--- src/design/csfd_pkg.sv ---
package csfd_pkg;

  localparam int unsigned RING_DEPTH  = 524288;
  localparam int unsigned CHANNELS    = 16;
  localparam int unsigned SAMPLE_BITS = 16;

  localparam int unsigned POS_W      = $clog2(RING_DEPTH);
  localparam int unsigned LANE_W     = (CHANNELS > 1) ? $clog2(CHANNELS) : 1;
  localparam int unsigned CH_W       = 4;
  localparam int unsigned VOLT_W     = 16;
  localparam int unsigned FRAC_W     = 5;
  localparam int unsigned LEN_W      = 20;
  localparam int unsigned BEAT_W     = 24;
  localparam int unsigned CFG_IDX_W  = 3;
  localparam int unsigned CFG_DATA_W = 24;

  localparam int unsigned FRAC_MAX          = 16;
  localparam int unsigned FRAC_RESET        = 8;
  localparam int unsigned RING_LENGTH_RESET = 441001;
  localparam int unsigned INIT_BEAT_RESET   = 22050;
  localparam int          TRIG_HIGH_RESET   = 3277;
  localparam int          TRIG_LOW_RESET    = 328;

  // shortest beat: round((ring_length - 1) / 100000)
  localparam int unsigned MIN_BEAT_DIV  = 100000;
  localparam int unsigned MIN_BEAT_HALF = 50000;
  localparam int unsigned MINB_MAX      = (RING_DEPTH - 1 + MIN_BEAT_HALF) / MIN_BEAT_DIV;
  localparam int unsigned MINB_W        = $clog2(MINB_MAX + 2);

  localparam int unsigned RL_M1_RESET =
    ((RING_LENGTH_RESET > RING_DEPTH) ? RING_DEPTH : RING_LENGTH_RESET) - 1;
  localparam int unsigned MINB_RESET  = (RL_M1_RESET + MIN_BEAT_HALF) / MIN_BEAT_DIV;

  typedef enum logic [CFG_IDX_W-1:0] {
    REG_FRACTION     = 3'd0,
    REG_RING_LENGTH  = 3'd1,
    REG_INITIAL_BEAT = 3'd2,
    REG_TRIG_HIGH    = 3'd3,
    REG_TRIG_LOW     = 3'd4
  } cfg_reg_e;

  typedef struct packed {
    logic [FRAC_W-1:0]        fraction;
    logic [POS_W-1:0]         rl_m1;
    logic [MINB_W-1:0]        min_beat;
    logic signed [VOLT_W-1:0] trig_high;
    logic signed [VOLT_W-1:0] trig_low;
    logic                     wp_clear;
  } cfg_t;

  typedef struct packed {
    logic                     valid;
    logic signed [VOLT_W-1:0] sample;
    logic [CH_W-1:0]          channel;
    logic                     frame_last;
    logic [POS_W-1:0]         delay;
  } ring_req_t;

endpackage

--- src/design/csfd_intf.sv ---
interface csfd_item_if import csfd_pkg::*; ();
  logic                     valid;
  logic                     ready;
  logic signed [VOLT_W-1:0] clock_level;
  logic signed [VOLT_W-1:0] sample_in;
  logic [CH_W-1:0]          channel;
  logic                     frame_last;

  modport source(output valid, clock_level, sample_in, channel, frame_last, input ready);
  modport sink(input valid, clock_level, sample_in, channel, frame_last, output ready);
endinterface


--- src/design/csfd_tempo.sv ---
module csfd_tempo import csfd_pkg::*; (
  input  logic       clk_i,
  input  logic       rst_ni,
  input  cfg_t       cfg_i,
  input  logic       hold_i,
  csfd_item_if.sink  item_i,
  output ring_req_t  req_o,
  input  logic       req_ready_i
);

  localparam int unsigned PROD_W = BEAT_W + FRAC_W;
  localparam int unsigned RND_W  = PROD_W - 4;

  logic [BEAT_W-1:0] elapsed_q, elapsed_d;
  logic [BEAT_W-1:0] beat_q, beat_d;
  logic              seen_q, seen_d;
  logic              armed_q, armed_d;
  logic [POS_W-1:0]  cur_delay_q;

  logic                     a_valid_q;
  logic signed [VOLT_W-1:0] a_sample_q;
  logic [CH_W-1:0]          a_ch_q;
  logic                     a_last_q;
  logic                     a_ch0_q;
  logic [BEAT_W-1:0]        a_beat_q;

  ring_req_t         req_q;
  logic              en_a, en_b, accept, is_ch0, fire;
  logic [BEAT_W-1:0] el_inc;
  logic [PROD_W-1:0] prod;
  logic [RND_W-1:0]  rnd;
  logic [POS_W-1:0]  new_delay;

  assign en_b         = !req_q.valid || req_ready_i;
  assign en_a         = !a_valid_q || en_b;
  assign item_i.ready = en_a && !hold_i;
  assign accept       = item_i.valid && item_i.ready;
  assign is_ch0       = (item_i.channel == '0);

  // tick, Schmitt trigger and beat measurement
  always_comb begin
    el_inc  = (elapsed_q == '1) ? elapsed_q : elapsed_q + 1'b1;
    fire    = armed_q && (item_i.clock_level >= cfg_i.trig_high);
    armed_d = armed_q ? !fire : (item_i.clock_level <= cfg_i.trig_low);
    beat_d  = beat_q;
    if (fire && seen_q) begin
      beat_d = (el_inc > BEAT_W'(cfg_i.min_beat)) ? el_inc : BEAT_W'(cfg_i.min_beat);
    end
    seen_d    = seen_q || fire;
    elapsed_d = fire ? '0 : el_inc;
  end

  // delay = round(beat * fraction / 16), clamped to the ring
  always_comb begin
    prod      = PROD_W'(a_beat_q) * PROD_W'(cfg_i.fraction);
    prod      = prod + PROD_W'(8);
    rnd       = prod[PROD_W-1:4];
    new_delay = (rnd > RND_W'(cfg_i.rl_m1)) ? cfg_i.rl_m1 : rnd[POS_W-1:0];
  end

  always_ff @(posedge clk_i or negedge rst_ni) begin
    if (!rst_ni) begin
      elapsed_q   <= '0;
      beat_q      <= BEAT_W'(INIT_BEAT_RESET);
      seen_q      <= 1'b0;
      armed_q     <= 1'b0;
      cur_delay_q <= '0;
      a_valid_q   <= 1'b0;
      req_q       <= '0;
    end else begin
      if (accept && is_ch0) begin
        elapsed_q <= elapsed_d;
        beat_q    <= beat_d;
        seen_q    <= seen_d;
        armed_q   <= armed_d;
      end
      if (en_a) a_valid_q <= accept;
      if (en_b) begin
        req_q.valid      <= a_valid_q;
        req_q.sample     <= a_sample_q;
        req_q.channel    <= a_ch_q;
        req_q.frame_last <= a_last_q;
        req_q.delay      <= a_ch0_q ? new_delay : cur_delay_q;
      end
      if (a_valid_q && en_b && a_ch0_q) cur_delay_q <= new_delay;
    end
  end

  always_ff @(posedge clk_i) begin
    if (accept) begin
      a_sample_q <= item_i.sample_in;
      a_ch_q     <= item_i.channel;
      a_last_q   <= item_i.frame_last;
      a_ch0_q    <= is_ch0;
      a_beat_q   <= beat_d;
    end
  end

  assign req_o = req_q;

endmodule

--- src/flat_wrapper.sv ---
// flat-port wrapper written by rule: the top's interface ports become plain ports
module csfd_tempo_flat import csfd_pkg::*;
  (clk_i, rst_ni, cfg_i, hold_i, req_o, req_ready_i, item_i_valid, item_i_clock_level, item_i_sample_in, item_i_channel, item_i_frame_last, item_i_ready);
  csfd_item_if item_i_i ();
  input  logic clk_i;
  input  logic rst_ni;
  input  cfg_t cfg_i;
  input  logic hold_i;
  output ring_req_t req_o;
  input  logic req_ready_i;
  input wire logic [$bits(item_i_i.valid)-1:0] item_i_valid;
  input wire logic [$bits(item_i_i.clock_level)-1:0] item_i_clock_level;
  input wire logic [$bits(item_i_i.sample_in)-1:0] item_i_sample_in;
  input wire logic [$bits(item_i_i.channel)-1:0] item_i_channel;
  input wire logic [$bits(item_i_i.frame_last)-1:0] item_i_frame_last;
  output wire logic [$bits(item_i_i.ready)-1:0] item_i_ready;
  assign item_i_i.valid = item_i_valid;
  assign item_i_i.clock_level = item_i_clock_level;
  assign item_i_i.sample_in = item_i_sample_in;
  assign item_i_i.channel = item_i_channel;
  assign item_i_i.frame_last = item_i_frame_last;
  assign item_i_ready = item_i_i.ready;
  csfd_tempo u_core (.clk_i(clk_i), .rst_ni(rst_ni), .cfg_i(cfg_i), .hold_i(hold_i), .item_i(item_i_i), .req_o(req_o), .req_ready_i(req_ready_i));
endmodule
--- config.mk ---
export PLATFORM = sky130hd
export DESIGN_NAME = csfd_tempo_flat
export DESIGN_NICKNAME = d
export VERILOG_FILES = /design/src/design/csfd_pkg.sv /design/src/design/csfd_intf.sv /design/src/design/csfd_tempo.sv /design/src/flat_wrapper.sv
export SDC_FILE = /design/constraint.sdc
export NUM_CORES = 1
export LEC_CHECK = 0
export BUFFER_PORTS_ARGS = -buffer_cell sky130_fd_sc_hd__buf_2
export CAP_MARGIN = 20
export CORE_MARGIN = 2
export CORE_UTILIZATION = 55
export CTS_CLUSTER_SIZE = 8
export DETAILED_ROUTE_END_ITERATION = 16
export PLACE_DENSITY = 0.76
export SKIP_LAST_GASP = 1
export SLEW_MARGIN = 20
export SYNTH_ARGS = -nofsm -noshare
export SYNTH_HDL_FRONTEND = slang
export SYNTH_SLANG_ARGS = --single-unit
--- constraint.sdc ---
create_clock -name clk_i -period 16 [get_ports clk_i]
set_input_delay 2.4 -clock clk_i [delete_from_list [all_inputs] [get_ports clk_i]]
set_output_delay 2.4 -clock clk_i [all_outputs]
set_load 0.05 [all_outputs]
==> impl_metrics.tcl <==
set metrics [dict create \
    worst-path-max-fanout 24 \
    die_y_um 155 \
    crit_path_end_kind "flip-flop" \
    hold_buffers 0 \
    worst_pin_slew_ns 1.00 \
    area_growth_pct 11.4 \
    status "completed" \
    core.rowCount 55 \
    syn_nets 1633 \
    tns_ns 0 \
    yosysTopAreaCell "dfrtp_1" \
    cts_buffers 17 \
    drv_cap 0 \
    synthDistinctLibCells 64 \
    place.port_buffers 142 \
    clockBufferDepth 2 \
    start_util_pct 55.8 \
    synth.avg_cell_area_um2 9.28 \
    die-area_um2 24100 \
    ant_nets 0 \
    cellLeakagePower_nw 7.02 \
    fin_crit_sh_pct 56.3 \
    hpwl_um 21200 \
    cts_max_level 4 \
    fin_crit_ns 9.01 \
    grt_pass1_wl_um 47900 \
    grt.overflow.total 0 \
    finalWirelength_um 28100 \
    synth.area.mux_share_pct 6.18 \
    synthArstFlopShare_pct 70.7 \
    ys_seq_area_share_pct 33.1 \
    finalMaxSlewViolations 0 \
    coreArea_um2 22600 \
    synth_compound_area_share_pct 11.5 \
    synth_top_family_by_area "adder cells" \
    grt_util_all_layers_pct 24.4 \
    synth_xor_area_share_pct 2.58 \
    rsz0062_at_grt "false" \
    ir_worst_vdd_uv 63.1 \
    worstSetupPathType "input pin to flip-flop" \
    synth-seq-cells 157 \
    io_pins 144 \
    p_sw_w 0.000515 \
    clkSinkCount 157 \
    vias_per_cell 5.51 \
    hp-class "flip-flop to flip-flop" \
    synth_edf_count 46 \
    worstSetupStartpointType "input pin" \
    setup_viol 0 \
    antenna_found_initial 1 \
    vias 9753 \
    grt_pass1_vias 9931 \
    clkPwrFrac_pct 27.3 \
    ys.flop_type "dfrtp_1" \
    p_int_w 0.000843 \
    die_w_um 155 \
    firstDrtPassIters 4 \
    final_nets 1747 \
    switching_share_pct 37.9 \
    slew_headroom_pct 33.0 \
    syn_area_um2 12600 \
    netlist.area_leader.share_pct 20.9 \
    worst_ep_required_time_ns 16.30 \
    comb_power_share_pct 37.6 \
    synthTopCellsByArea "dfrtp_1, edfxtp_1, fa_1" \
    crit_arrival_ns 9.30 \
    drt-initial-drc-count 529 \
    powerDensity_nw_per_um2 96.8 \
    cts_setup_buffers 0 \
    p_seq_share_pct 35.1 \
    yosysWarnings 0 \
    final_core_util_pct 62.1 \
    power_w 0.00136 \
    drc 0 \
    root_buffer "clkbuf_16" \
    fmax_mhz 111 \
    synthAdderAreaFrac_pct 21.5 \
    syn_inst 1356 \
    skew_ns 0.0211 \
    gp_congestion 0.861 \
    cts_tree "built" \
    grt_max_degree 75 \
    cts_resized 0 \
    clock_latency_ns 0.44 \
    hold_viol_final 0 \
    wire_per_inst_um 15.9 \
    synth-simple-area-share_pct 18.5 \
    clkTransAtPathRegs_ns 0.07 \
    drive_gt1_share_pct 16.6 \
]
-- worst paths after layout --
path	from	end	slack [ns]	cells after the start
min	u_core.a_sample_q[13]$_DFFE_PP_	u_core.req_o[37]$_DFFE_PN0P_	0.44	2
max in group asynchronous	rst_ni	u_core.beat_q[22]$_DFFE_PN0P_	12.70	2
min reg2reg	u_core.a_sample_q[13]$_DFFE_PP_	u_core.req_o[37]$_DFFE_PN0P_	0.44	2
min in group asynchronous	rst_ni	u_core.req_o[11]$_DFFE_PN0P_	1.91	1
max	cfg_i[58]	u_core.cur_delay_q[11]$_DFFE_PN0P_	6.99	28
max reg2reg	u_core.a_beat_q[3]$_DFFE_PP_	u_core.cur_delay_q[11]$_DFFE_PN0P_	8.81	27
-- placed cells by master, fill, tap and decap left out, types with 26 or more instances in the layout --
cell,synthesis,routed
nand2_1,188,187
inv_1,165,165
buf_2,5,141
ha_1,107,107
dfrtp_1,105,105
o21ai_0,101,101
and2_1,99,98
fa_1,68,68
a21oi_1,66,66
edfxtp_1,46,46
nor2_1,42,42
mux2_2,42,42
mux2i_1,26,26
-- cell families after synthesis --
group	count (synthesis)
AND/OR/NAND/NOR	452
AO/OA/AOI/OAI	246
buffers and inverters	218
adder cells (fa/ha/maj)	175
flip-flops	157
multiplexers	71
XOR/XNOR	37
-- metrics by stage --
stage,instance area [um2],hold slack [ns],setup WS (ns),std cells
3_5_place_dp,13500,0.430,6.58,1736
3_3_place_gp,13500,0.424,6.61,1736
6_report,14000,0.437,6.99,1769
2_1_floorplan,12600,0.422,7.48,1356
5_1_grt,14000,0.448,6.42,1769
4_1_cts,14000,0.437,7.01,1768
-- state kept, by name, summed over array words and instances (netlist names) --
register,cells
u_core.a_beat_q,24
u_core.a_ch0_q,1
u_core.a_ch_q,4
u_core.a_last_q,1
u_core.a_sample_q,16
u_core.a_valid_q,1
u_core.armed_q,1
u_core.beat_q,24
u_core.cur_delay_q,19
u_core.elapsed_q,24
u_core.req_o,41
u_core.seen_q,1
-- cell type report --
cell class	count	area [um2]
Fill cell	1901	8550
Multi-Input combinational cell	981	7590
Sequential cell	157	4170
Timing Repair Buffer	148	758
Inverter	165	619
Clock buffer	17	425
Tap cell	285	357
Clock inverter	15	110
Antenna cell	1	2.50
-- power by group through the flow --
| stage | clock [W] | sequential [W] | combinational [W] |
|---|---|---|---|
| after floorplan | 0 | 0.000541 | 0.000319 |
| after global placement | 0 | 0.000482 | 0.000495 |
| after detailed placement | 0 | 0.000484 | 0.000507 |
| after CTS | 0.000377 | 0.000477 | 0.000512 |
| after global routing | 0.000393 | 0.000481 | 0.000577 |
| final | 0.000371 | 0.000477 | 0.000510 |
-- metal layers --
metal  share of wire, %  up-vias  global-route usage, %
li1                   -     4791                      -
met1                 45     4701                   31.7
met2                 50      218                   42.5
met3                4.0       43                   3.68
met4                1.7        0                   7.12
met5                  0        -                      0
-- cells in the mapped netlist (4+ instances only) --
cell and count:
and4_1 6, dfrtp_1 105, edfxtp_1 46, nand4_1 19, a21o_1 16, mux2i_1 26, ha_1 107, xnor2_1 19
o31ai_1 10, nor3_1 7, a31oi_1 7, and3_1 5, dfstp_2 6, or3_1 20, a21oi_1 66, fa_1 68
buf_2 5, clkbuf_1 41, inv_1 165, o21a_1 9, o21ai_1 5, and2_1 99, nand3_1 12, nor2_1 42
nand2b_1 14, nor2b_1 14, nand2_1 188, buf_4 4, nor4_1 6, a211oi_1 6, xor2_1 18, mux2_2 42
o21ai_0 101
-- worst max-delay path: stages --
cell	delay [ns]
buf_2	0.34
and2_1	0.21
fa_1	0.45
fa_1	0.54
inv_1	0.05
fa_1	0.52
inv_1	0.04
ha_1	0.34
a2111oi_0	0.39
o21ai_0	0.17
nand2_1	0.12
and2_1	0.19
o221ai_1	0.17
a41o_1	0.28
a21oi_1	0.17
xnor2_1	0.12
ha_1	0.31
nand4_1	0.13
nor3_1	0.30
nand4_1	0.14
o22ai_1	0.14
a21oi_1	0.10
or4_1	0.53
nor4_1	0.18
nand4_1	0.18
buf_4	0.28
mux2i_1	0.35
o21ai_0	0.14
(Power assumes the default switching activity.)
