===== src/design/csfd_pkg.sv =====
package csfd_pkg;

  localparam int unsigned RING_DEPTH  = 524288;
  localparam int unsigned CHANNELS    = 16;
  localparam int unsigned SAMPLE_BITS = 16;

  localparam int unsigned POS_W      = $clog2(RING_DEPTH);
  localparam int unsigned LANE_W     = (CHANNELS > 1) ? $clog2(CHANNELS) : 1;
  localparam int unsigned CH_W       = 4;
  localparam int unsigned VOLT_W     = 16;
  localparam int unsigned FRAC_W     = 5;
  localparam int unsigned LEN_W      = 20;
  localparam int unsigned BEAT_W     = 24;
  localparam int unsigned CFG_IDX_W  = 3;
  localparam int unsigned CFG_DATA_W = 24;

  localparam int unsigned FRAC_MAX          = 16;
  localparam int unsigned FRAC_RESET        = 8;
  localparam int unsigned RING_LENGTH_RESET = 441001;
  localparam int unsigned INIT_BEAT_RESET   = 22050;
  localparam int          TRIG_HIGH_RESET   = 3277;
  localparam int          TRIG_LOW_RESET    = 328;

  // shortest beat: round((ring_length - 1) / 100000)
  localparam int unsigned MIN_BEAT_DIV  = 100000;
  localparam int unsigned MIN_BEAT_HALF = 50000;
  localparam int unsigned MINB_MAX      = (RING_DEPTH - 1 + MIN_BEAT_HALF) / MIN_BEAT_DIV;
  localparam int unsigned MINB_W        = $clog2(MINB_MAX + 2);

  localparam int unsigned RL_M1_RESET =
    ((RING_LENGTH_RESET > RING_DEPTH) ? RING_DEPTH : RING_LENGTH_RESET) - 1;
  localparam int unsigned MINB_RESET  = (RL_M1_RESET + MIN_BEAT_HALF) / MIN_BEAT_DIV;

  typedef enum logic [CFG_IDX_W-1:0] {
    REG_FRACTION     = 3'd0,
    REG_RING_LENGTH  = 3'd1,
    REG_INITIAL_BEAT = 3'd2,
    REG_TRIG_HIGH    = 3'd3,
    REG_TRIG_LOW     = 3'd4
  } cfg_reg_e;

  typedef struct packed {
    logic [FRAC_W-1:0]        fraction;
    logic [POS_W-1:0]         rl_m1;
    logic [MINB_W-1:0]        min_beat;
    logic signed [VOLT_W-1:0] trig_high;
    logic signed [VOLT_W-1:0] trig_low;
    logic                     wp_clear;
  } cfg_t;

  typedef struct packed {
    logic                     valid;
    logic signed [VOLT_W-1:0] sample;
    logic [CH_W-1:0]          channel;
    logic                     frame_last;
    logic [POS_W-1:0]         delay;
  } ring_req_t;

endpackage


===== src/design/csfd_intf.sv =====


interface csfd_cfg_if import csfd_pkg::*; ();
  logic                  valid;
  logic                  ready;
  logic [CFG_IDX_W-1:0]  index;
  logic [CFG_DATA_W-1:0] data;

  modport source(output valid, index, data, input ready);
  modport sink(input valid, index, data, output ready);
endinterface


===== src/design/csfd_cfg.sv =====
module csfd_cfg import csfd_pkg::*; (
  input  logic       clk_i,
  input  logic       rst_ni,
  csfd_cfg_if.sink   cfg_i,
  output cfg_t       cfg_o
);

  logic [FRAC_W-1:0]        frac_q, frac_d;
  logic [POS_W-1:0]         rl_m1_q, rl_m1_d;
  logic [MINB_W-1:0]        minb_q, minb_d;
  logic signed [VOLT_W-1:0] hi_q, lo_q;
  logic [LEN_W-1:0]         len;
  logic [FRAC_W-1:0]        frac_in;
  logic                     wr_frac, wr_len, wr_hi, wr_lo;

  assign cfg_i.ready = 1'b1;

  always_comb begin
    wr_frac = 1'b0;
    wr_len  = 1'b0;
    wr_hi   = 1'b0;
    wr_lo   = 1'b0;
    if (cfg_i.valid) begin
      unique case (cfg_reg_e'(cfg_i.index))
        REG_FRACTION:     wr_frac = 1'b1;
        REG_RING_LENGTH:  wr_len  = 1'b1;
        // initial beat only matters at reset, which restores its default
        REG_INITIAL_BEAT: ;
        REG_TRIG_HIGH:    wr_hi   = 1'b1;
        REG_TRIG_LOW:     wr_lo   = 1'b1;
        default:          ;
      endcase
    end
  end

  always_comb begin
    frac_in = cfg_i.data[FRAC_W-1:0];
    frac_d  = (32'(frac_in) > FRAC_MAX) ? FRAC_W'(FRAC_MAX) : frac_in;

    len = cfg_i.data[LEN_W-1:0];
    if (len == '0) begin
      rl_m1_d = '0;
    end else if (32'(len) > RING_DEPTH) begin
      rl_m1_d = POS_W'(RING_DEPTH - 1);
    end else begin
      rl_m1_d = POS_W'(len - 1'b1);
    end

    minb_d = '0;
    for (int k = 1; k <= int'(MINB_MAX); k++) begin
      if (32'(rl_m1_d) + MIN_BEAT_HALF >= 32'(k) * MIN_BEAT_DIV) begin
        minb_d = MINB_W'(k);
      end
    end
  end

  always_ff @(posedge clk_i or negedge rst_ni) begin
    if (!rst_ni) begin
      frac_q  <= FRAC_W'(FRAC_RESET);
      rl_m1_q <= POS_W'(RL_M1_RESET);
      minb_q  <= MINB_W'(MINB_RESET);
      hi_q    <= VOLT_W'(TRIG_HIGH_RESET);
      lo_q    <= VOLT_W'(TRIG_LOW_RESET);
    end else begin
      if (wr_frac) frac_q <= frac_d;
      if (wr_len) begin
        rl_m1_q <= rl_m1_d;
        minb_q  <= minb_d;
      end
      if (wr_hi) hi_q <= cfg_i.data[VOLT_W-1:0];
      if (wr_lo) lo_q <= cfg_i.data[VOLT_W-1:0];
    end
  end

  always_comb begin
    cfg_o.fraction  = frac_q;
    cfg_o.rl_m1     = rl_m1_q;
    cfg_o.min_beat  = minb_q;
    cfg_o.trig_high = hi_q;
    cfg_o.trig_low  = lo_q;
    cfg_o.wp_clear  = wr_len;
  end

endmodule


===== src/flat_wrapper.sv =====
// flat-port wrapper written by rule: the top's interface ports become plain ports
module csfd_cfg_flat import csfd_pkg::*;
  (clk_i, rst_ni, cfg_o, cfg_i_valid, cfg_i_index, cfg_i_data, cfg_i_ready);
  csfd_cfg_if cfg_i_i ();
  input  logic clk_i;
  input  logic rst_ni;
  output cfg_t cfg_o;
  input wire logic [$bits(cfg_i_i.valid)-1:0] cfg_i_valid;
  input wire logic [$bits(cfg_i_i.index)-1:0] cfg_i_index;
  input wire logic [$bits(cfg_i_i.data)-1:0] cfg_i_data;
  output wire logic [$bits(cfg_i_i.ready)-1:0] cfg_i_ready;
  assign cfg_i_i.valid = cfg_i_valid;
  assign cfg_i_i.index = cfg_i_index;
  assign cfg_i_i.data = cfg_i_data;
  assign cfg_i_ready = cfg_i_i.ready;
  csfd_cfg u_core (.clk_i(clk_i), .rst_ni(rst_ni), .cfg_i(cfg_i_i), .cfg_o(cfg_o));
endmodule

===== config.mk =====
export PLATFORM = sky130hd
export DESIGN_NAME = csfd_cfg_flat
export DESIGN_NICKNAME = d
export VERILOG_FILES = /design/src/design/csfd_pkg.sv /design/src/design/csfd_intf.sv /design/src/design/csfd_cfg.sv /design/src/flat_wrapper.sv
export SDC_FILE = /design/constraint.sdc
export NUM_CORES = 1
export LEC_CHECK = 0
export CAP_MARGIN = 5
export CORE_MARGIN = 1
export CORE_UTILIZATION = 40
export DETAILED_ROUTE_END_ITERATION = 8
export DONT_BUFFER_PORTS = 1
export SETUP_SLACK_MARGIN = 0.02
export SLEW_MARGIN = 25
export SYNTH_ARGS = -nofsm -noshare
export SYNTH_HDL_FRONTEND = slang
export SYNTH_SLANG_ARGS = --single-unit

===== constraint.sdc =====
create_clock -name clk_i -period 4.65 [get_ports clk_i]
set_input_delay 0.93 -clock clk_i [delete_from_list [all_inputs] [get_ports clk_i]]
set_output_delay 0.93 -clock clk_i [all_outputs]
set_load 0.01 [all_outputs]

==> results.cfg, run 1 <==
[finish]
area_growth_pct = 13.7
diodes = 0
final_nets = 443
final_layout_size_suffix_gt1_frac = 0.277

[critical_path]
cp_max_fo = 10
crit_path_start_kind = input pin
worst-path-buf-inv = 0
cp-end-kind = register
path_depth = 16
r2r_cells = 2
crit_arrival_ps = 4600
crit_slowest_cell = or4_4
slowest_delay_ps = 580
cpLargestDelayFamily = simple AND/OR/NAND/NOR gates
cp.required_ps = 4860
cp_cell_sequence = or3_1 > or4_4 > xnor2_4 > nor2_4 > nor2_2 > ha_2 > nor2_1 > o21a_1 > nor3_4 > a21oi_2 > o311a_1 > or4_4 > xnor2_4 > o32a_1 > o211ai_2 > a41oi_2
path_class = input pin to register

[synth]
synth_ff_type = dfrtp_1
synth_top_family_by_area = simple AND/OR/NAND/NOR gates
synth_edf_count = 0
yosys.area.top_type = dfrtp_1
synth_top_area_frac = 0.250
synth_compound_area_frac = 0.187
synthAdderAreaFrac = 0.0128
syn_avg_cell_area_um2 = 9.28
synth_xor_area_frac = 0.0662
synth_area_leaders = dfrtp_1 (25%), dfstp_2 (16%), mux2_2 (9.7%)
syn-num-nets = 432
ys_types = 70
synth_commonest_cells = nand2_1 (51), dfrtp_1 (37), mux2_2 (32), o21ai_0 (32), nor2_1 (30)
synthSimpleGateAreaFrac = 0.190
ys_ff_latch = 59
yosysMostFrequentCell = nand2_1
syn-instance-count = 399
async_reset_ff_frac = 1.00
synthMuxAreaShare = 0.100
ys_seq_area_frac = 0.406
yosysWarnings = 0
netlist_area_um2 = 3700

[power]
power_w = 0.00161
switching_share = 0.290
seqPwrFrac = 0.485
p_switching_w = 0.000466
clkPwrFrac = 0.365
pwr-share-comb = 0.151
max-vdd-ir-drop_uv = 256
p_per_area_nw_per_um2 = 382
p_leak_nw = 1.69
p_int_w = 0.00114

[floorplanning]
fp.dieW_um = 98.2
die_h_um = 98.2
die-area_um2 = 9640
core_um2 = 8850
ios = 91
start_util = 0.418
rows = 34

[clocking]
cts_buffers = 9
clkTransAtPathRegs_ps = 80
h-tree-depth = 3
cts_tree = built
cts_buffer_depth = 2
cts.sink_count = 59
clock-root-buffer = clkbuf_8
post-cts-setup-buffers = 0
clock_latency_ps = 340

[detailed_routing]
ant_nets = 0
remaining_drc_errors = 5
vias = 3025
viasPerCell = 5.78
dr.pass1.iters = 8
totalWireLength_um = 9510
drt_iter0_drc = 152
post_drt_wl_per_cell_um = 18.2

[grt]
grt_pass1_vias = 3012
global_route.overflow_total = 0
track_usage = 0.207
grt_pass1_wl_um = 15600
grt_max_degree = 60
antenna_found_initial = 0

[run_status]
outcome = complete, but fails checks
violations = design-rule violations

[sta]
fin_setup_tns_ps = 0
setup_viol = 0
period_share = 0.943
tightest_slew_ps = 846
timing.fmax_mhz = 228
rsz0062_at_grt = false
layout_min_cycle_time_ps = 4390
hold_viol = 0
max_slew_margin = 0.435
finalClockSkew_ps = 0
drv_slew = 0

[worst_hold_path]
holdCritPathClass = input pin to async pin

[flow_run]
timing.max_cap.violations = 0

[place]
io_buffers = 0
dpl.hpwl_um = 7110
routabilityCongestion = 0.855
[layout by cell type, fill, tap and decap left out, types with 3 or more instances in the layout]
cell	count
a211oi_1	3
a21o_1	4
a21oi_1	21
a22o_1	3
and3_1	4
buf_4	25
bufinv_16	3
clkbuf_8	9
clkinv_4	3
dfrtp_1	37
dfstp_2	22
inv_1	6
mux2_2	32
nand2_1	51
nand2b_1	5
nand3_1	11
nor2_1	28
nor3_1	10
nor4_1	5
o21ai_0	32
o31ai_1	6
or3_1	7
or4_1	3
xnor2_1	10
xor2_1	12
[cell families (layout without fill, tap and decap cells)]
| logic type | after synthesis | after routing |
|---|---|---|
| multiplexers | 33 | 33 |
| AO/OA/AOI/OAI | 102 | 102 |
| flip-flops | 59 | 59 |
| other | 1 | 1 |
| AND/OR/NAND/NOR | 143 | 143 |
| adder cells (fa/ha/maj) | 4 | 4 |
| XOR/XNOR | 25 | 25 |
| buffers and inverters | 32 | 48 |
[layer usage]
layer,wire length (um),vias up,track usage
met5,0,-,0
met4,102,0,0.0574
met3,671,10,0.0659
met2,4380,87,0.330
met1,4360,1471,0.271
li1,-,1457,-
[power by group through the flow]
| stage | logic (W) | registers (W) | clock network, W |
|---|---|---|---|
| 6_report | 0.000242 | 0.000778 | 0.000586 |
| 4_1_cts | 0.000242 | 0.000781 | 0.000601 |
| 3_5_place_dp | 0.000241 | 0.000789 | 0 |
| 5_1_grt | 0.000273 | 0.000792 | 0.000622 |
| 2_1_floorplan | 0.000211 | 0.000766 | 0 |
| 3_3_place_gp | 0.000234 | 0.000785 | 0 |
[layout make-up]
cell class                 instances  area [um2]
multi-input combinational        308        2110
sequential                        59        1500
clock inverter                     7         125
tap                              108         135
fill                             839        4640
clock buffer                       9         124
timing repair buffer              25         188
inverter                           7        26.3
[path summary, 6_finish.rpt]
check	start	end	slack, ps
worst max-delay path	cfg_i_data[2]	u_core.minb_q[0]	260
worst min-delay path	rst_ni	u_core.hi_q[4]	270
worst max register to register	u_core.hi_q[0]	u_core.hi_q[0]	3820
worst min register to register	u_core.rl_m1_q[17]	u_core.rl_m1_q[17]	490
max in group asynchronous	rst_ni	u_core.hi_q[11]	4170
min in group clk_i	u_core.rl_m1_q[17]	u_core.rl_m1_q[17]	490
[metrics by stage]
step / instances / hold WS [ps] / setup WS [ps] / utilization / area [um2]
6_report: 523 / 269 / 263 / 0.476 / 4210
5_1_grt: 523 / 244 / 42.7 / 0.476 / 4210
4_1_cts: 523 / 248 / 258 / 0.475 / 4200
3_5_place_dp: 507 / 477 / -83.1 / 0.447 / 3950
3_3_place_gp: 507 / 476 / -58.7 / 0.447 / 3950
2_1_floorplan: 399 / 465 / -272 / - / 3760
[flip-flops by register name (all words and copies together), names as in the netlist]
register,count
u_core.frac_q,5
u_core.hi_q,16
u_core.lo_q,16
u_core.minb_q,3
u_core.rl_m1_q,19
[timing repair]
action | in CTS | in global routing
setup endpoints to repair | 0 | 1
resized for setup | 0 | 1
hold buffers | 0 | 0
hold endpoints to repair | 0 | 0
Note: power is estimated with default switching activity, not from simulation.
==> inputs of run 2 (changes only) <==
--- a/config.mk
+++ b/config.mk
@@ -5,9 +5,11 @@
 export SDC_FILE = /design/constraint.sdc
 export NUM_CORES = 1
 export LEC_CHECK = 0
+export ABC_CLOCK_PERIOD_IN_PS = 4000
 export CAP_MARGIN = 5
 export CORE_MARGIN = 1
 export CORE_UTILIZATION = 40
+export CTS_CLUSTER_SIZE = 20
 export DETAILED_ROUTE_END_ITERATION = 8
 export DONT_BUFFER_PORTS = 1
 export SETUP_SLACK_MARGIN = 0.02
==> constraint.sdc (replaced) <==
create_clock -name clk_i -period 4 [get_ports clk_i]
set_input_delay 0.8 -clock clk_i [delete_from_list [all_inputs] [get_ports clk_i]]
set_output_delay 0.8 -clock clk_i [all_outputs]
set_load 0.01 [all_outputs]
==> results.cfg, run 2 (same netlist as run 1, synthesis figures left out) <==
[run_status]
outcome = complete, but fails checks
violations = design-rule violations, negative setup slack

[floorplanning]
die-area_um2 = 9640
ios = 91
fp.dieW_um = 98.2
start_util = 0.418
die_h_um = 98.2
rows = 34
core_um2 = 8850

[detailed_routing]
drt_iter0_drc = 147
viasPerCell = 5.74
vias = 3108
dr.pass1.iters = 9
post_drt_wl_per_cell_um = 17.9
ant_nets = 0
remaining_drc_errors = 3
totalWireLength_um = 9680

[clocking]
cts_buffers = 9
h-tree-depth = 3
clock_latency_ps = 340
clkTransAtPathRegs_ps = 80
clock-root-buffer = clkbuf_8
cts.sink_count = 59
cts_tree = built
cts_buffer_depth = 2

[critical_path]
r2r_cells = 2
worst-path-buf-inv = 0
cp_max_fo = 10
cp.required_ps = 4210
r2r-start = u_core.hi_q[0]
rr_endpoint = u_core.hi_q[0]
crit_path_start_kind = input pin
slowest_delay_ps = 530
crit_arrival_ps = 4210
cp_cell_sequence = or3_4 > or4_4 > xnor2_4 > nor2_4 > nor2_4 > ha_4 > nor2_1 > o21a_1 > nor3_4 > a21oi_2 > o311a_1 > or4_4 > xnor2_4 > o32a_1 > o211ai_2 > a41oi_2
cpLargestDelayFamily = simple AND/OR/NAND/NOR gates
cp-end-kind = register
crit_slowest_cell = or4_4
path_class = input pin to register
r2r_setup_slack_ps = 3150

[worst_hold_path]
holdCritPathClass = input pin to async pin

[power]
p_leak_nw = 1.79
max-vdd-ir-drop_uv = 209
p_per_area_nw_per_um2 = 425
power_w = 0.00188

[grt]
grt_pass1_wl_um = 15800
grt_pass1_vias = 3166
track_usage = 0.211
grt_max_degree = 60
antenna_found_initial = 0
global_route.overflow_total = 0

[place]
routabilityCongestion = 0.842
dp_cells = 524
dpl.hpwl_um = 7290
io_buffers = 0
place_ws_ps = -586

[sta]
setup_viol = 1
timing.fmax_mhz = 250
tightest_slew_ps = 855
setup_ws_ps = -0.121
max_slew_margin = 0.428
drv_slew = 0
layout_min_cycle_time_ps = 4000
hold_viol = 0
rsz0062_at_grt = true
period_share = 1.00
finalClockSkew_ps = 0

[finish]
largest-register = u_core.rl_m1_q
fin_util = 0.500
area_growth_pct = 19.5
final_layout_size_suffix_gt1_frac = 0.328
final_nets = 461
diodes = 0
largest_reg_flops = 19
final_cells = 541
reg.largest.list = u_core.rl_m1_q: 19 flops, u_core.hi_q: 16 flops, u_core.lo_q: 16 flops
layout_common_cells = nand2_1 (51), buf_4 (43), dfrtp_1 (37), mux2_2 (32), o21ai_0 (30)
final_common_cell = nand2_1

[flow_run]
timing.max_cap.violations = 0
==> run 2: metal layers <==
metal	global-route usage	up-vias	share of wire	wire [um]
met1	0.278	1503	0.46	4470
li1	-	1489	-	-
met4	0.0861	0	0.019	183
met3	0.0558	18	0.068	659
met2	0.330	98	0.45	4370
met5	0	-	0	0
==> run 2: repair_timing <==
item / in CTS / in global routing
gates resized for setup: 3 / 15
setup endpoints to repair: 3 / 3
setup buffers: 1 / 0
pin swaps: 5 / 7
hold buffers: 0 / 0
==> run 2: per-stage QoR <==
| step | cell area (um2) | hold slack (ps) | TNS, ps |
|---|---|---|---|
| after global placement | 4080 | 477 | -1300 |
| after CTS | 4360 | 129 | -33.3 |
| after floorplan | 3760 | 465 | -1940 |
| after global routing | 4420 | 129 | -128 |
| after detailed placement | 4080 | 477 | -1530 |
| final | 4420 | 148 | -0.121 |
==> run 2: power by group <==
group / internal, W / switching [W] / leakage, nW / total (W)
clock network: 0.000419 / 0.000254 / 0.124 / 0.000672
registers: 0.000760 / 0.000145 / 0.678 / 0.000905
logic: 0.000160 / 0.000142 / 0.992 / 0.000302
total: 0.00134 / 0.000541 / 1.79 / 0.00188
==> run 2: layout make-up <==
cell class / count / area (um2)
fillers: 828 / 4420
multi-input cells: 308 / 2190
flip-flops and latches: 59 / 1500
repair buffers: 43 / 323
well taps: 108 / 135
clock inverters: 7 / 125
clock buffers: 9 / 124
inverters: 7 / 26.3
==> run 2: how the worst max path moves through the flow <==
stage          cells after the start                to  slack, ps     startpoint
6_report                          16  u_core.minb_q[0]       -0.1  cfg_i_data[2]
5_1_grt                           16  u_core.minb_q[0]       -120  cfg_i_data[2]
2_1_floorplan                     18  u_core.minb_q[0]       -790  cfg_i_data[2]
4_1_cts                           16  u_core.minb_q[0]        -30  cfg_i_data[2]
3_3_place_gp                      16  u_core.minb_q[0]       -530  cfg_i_data[2]
3_5_place_dp                      16  u_core.minb_q[0]       -590  cfg_i_data[2]
==> run 2: worst reg2reg max path: stages (launching register included) <==
cell     delay, ps
dfstp_2        570
nand2_1         50
o21ai_0        120
==> inputs of run 3 (changes only) <==
--- a/config.mk
+++ b/config.mk
@@ -7,11 +7,14 @@
 export LEC_CHECK = 0
 export ABC_CLOCK_PERIOD_IN_PS = 4000
 export CAP_MARGIN = 5
+export CELL_PAD_IN_SITES_DETAIL_PLACEMENT = 1
+export CELL_PAD_IN_SITES_GLOBAL_PLACEMENT = 1
 export CORE_MARGIN = 1
 export CORE_UTILIZATION = 40
 export CTS_CLUSTER_SIZE = 20
 export DETAILED_ROUTE_END_ITERATION = 8
 export DONT_BUFFER_PORTS = 1
+export PLACE_DENSITY_LB_ADDON = 0.1
 export SETUP_SLACK_MARGIN = 0.02
 export SLEW_MARGIN = 25
 export SYNTH_ARGS = -nofsm -noshare
==> results.cfg, run 3 (same netlist as run 1, synthesis figures left out) <==
[run_status]
outcome = complete, but fails checks
violations = design-rule violations, negative setup slack

[place]
dpl-instance-area_um2 = 4160
io_buffers = 0
dpl.hpwl_um = 8260
routabilityCongestion = 0.877
place_ws_ps = -592

[floorplanning]
fp.dieW_um = 98.2
core_um2 = 8850
die_h_um = 98.2
start_util = 0.418
ios = 91
die-area_um2 = 9640
rows = 34

[detailed_routing]
ant_nets = 0
post_drt_wl_per_cell_um = 20.2
vias = 3273
totalWireLength_um = 11300
viasPerCell = 5.82
drt_iter0_drc = 131
remaining_drc_errors = 3
dr.pass1.iters = 6

[finish]
final_nets = 482
fin_area_um2 = 4620
fin_util = 0.522
diodes = 0
largest-register = u_core.rl_m1_q
area_growth_pct = 24.7
largest_reg_flops = 19
fill_cells = 989
final_common_cell = buf_4
reg.largest.list = u_core.rl_m1_q: 19 flops, u_core.hi_q: 16 flops, u_core.lo_q: 16 flops
final_layout_size_suffix_gt1_frac = 0.372
layout_common_cells = buf_4 (63), nand2_1 (49), dfrtp_1 (37), mux2_2 (32), o21ai_0 (31)

[power]
power_w = 0.00186
p_leak_nw = 1.88
max-vdd-ir-drop_uv = 239
p_per_area_nw_per_um2 = 404

[clocking]
clkTransAtPathRegs_ps = 80
cts_hold_buf = 0
clock-root-buffer = clkbuf_8
clock_latency_ps = 350
cts_buffers = 9
h-tree-depth = 3
cts_tree = built
cts_buffer_depth = 2
cts.sink_count = 59

[grt]
grt_pass1_wl_um = 18300
global_route.overflow_total = 0
grt_max_degree = 60
antenna_found_initial = 0
grt_pass1_vias = 3478
track_usage = 0.246

[critical_path]
rr_endpoint = u_core.hi_q[0]
crit_path_start_kind = input pin
cp-end-kind = register
slowest_delay_ps = 570
worst-path-buf-inv = 0
cp_cell_sequence = or3_4 > or4_4 > xnor2_4 > nor2_4 > nor2_2 > ha_2 > nor2_1 > o21a_1 > nor3_4 > a21oi_2 > o311a_1 > or4_4 > xnor2_4 > o32a_1 > o211ai_2 > a41oi_2
cpLargestDelayFamily = simple AND/OR/NAND/NOR gates
crit_slowest_cell = or4_4
r2r_setup_slack_ps = 3180
path_class = input pin to register
r2r-start = u_core.hi_q[0]
crit_arrival_ps = 4300
cp_max_fo = 10
worstSetupStartpoint = cfg_i_data[2]
r2r_cells = 2
cp.required_ps = 4210

[sta]
setup_viol = 3
finalClockSkew_ps = 0
period_share = 1.02
layout_min_cycle_time_ps = 4090
hold_viol = 0
rsz0062_at_grt = true
tightest_slew_ps = 856
timing.hold.ws_ps = 131
setup_ws_ps = -85.5
drv_slew = 0
timing.fmax_mhz = 245
max_slew_margin = 0.428

[worst_hold_path]
holdCritPathClass = input pin to async pin

[flow_run]
timing.max_cap.violations = 0
-- run 3: report_power, final --
group	leakage [nW]	internal [W]	switching, W
registers	0.678	0.000760	0.000147
clock network	0.109	0.000366	0.000246
logic	1.10	0.000183	0.000162
-- run 3: final cells by class --
cell class | count | area [um2] | share of cell area
multi-input combinational | 308 | 2230 | 0.484
sequential | 59 | 1500 | 0.326
timing repair buffer | 64 | 493 | 0.107
clock buffer | 11 | 141 | 0.0306
tap | 108 | 135 | 0.0293
clock inverter | 5 | 77.6 | 0.0168
inverter | 7 | 30.0 | 0.00651
-- run 3: how the worst max path moves through the flow --
| stage | cells past startpoint | slack (ps) | end |
|---|---|---|---|
| 2_1_floorplan | 18 | -790 | u_core.minb_q[0] |
| 3_3_place_gp | 16 | -500 | u_core.minb_q[0] |
| 3_5_place_dp | 16 | -590 | u_core.minb_q[0] |
| 4_1_cts | 16 | -80 | u_core.minb_q[0] |
| 5_1_grt | 17 | -240 | u_core.minb_q[0] |
| 6_report | 16 | -90 | u_core.minb_q[0] |
-- run 3: per-layer routing --
metal,track usage,part of all wire,routed length (um),vias to the layer above
li1,-,-,-,1533
met1,0.325,0.45,5110,1616
met2,0.386,0.47,5300,98
met3,0.0537,0.060,680,26
met5,0,0,0,-
met4,0.108,0.023,258,0
-- run 3: timing repair --
item                       CTS  global route
setup endpoints to repair    3             3
buffers inserted             6             5
resized for setup            4            22
pin swaps                   11            15
-- run 3: per-stage QoR --
step	TNS (ps)	instances
2_1_floorplan	-1940	399
3_3_place_gp	-1230	535
3_5_place_dp	-1540	535
4_1_cts	-80.1	557
5_1_grt	-578	562
6_report	-145	562
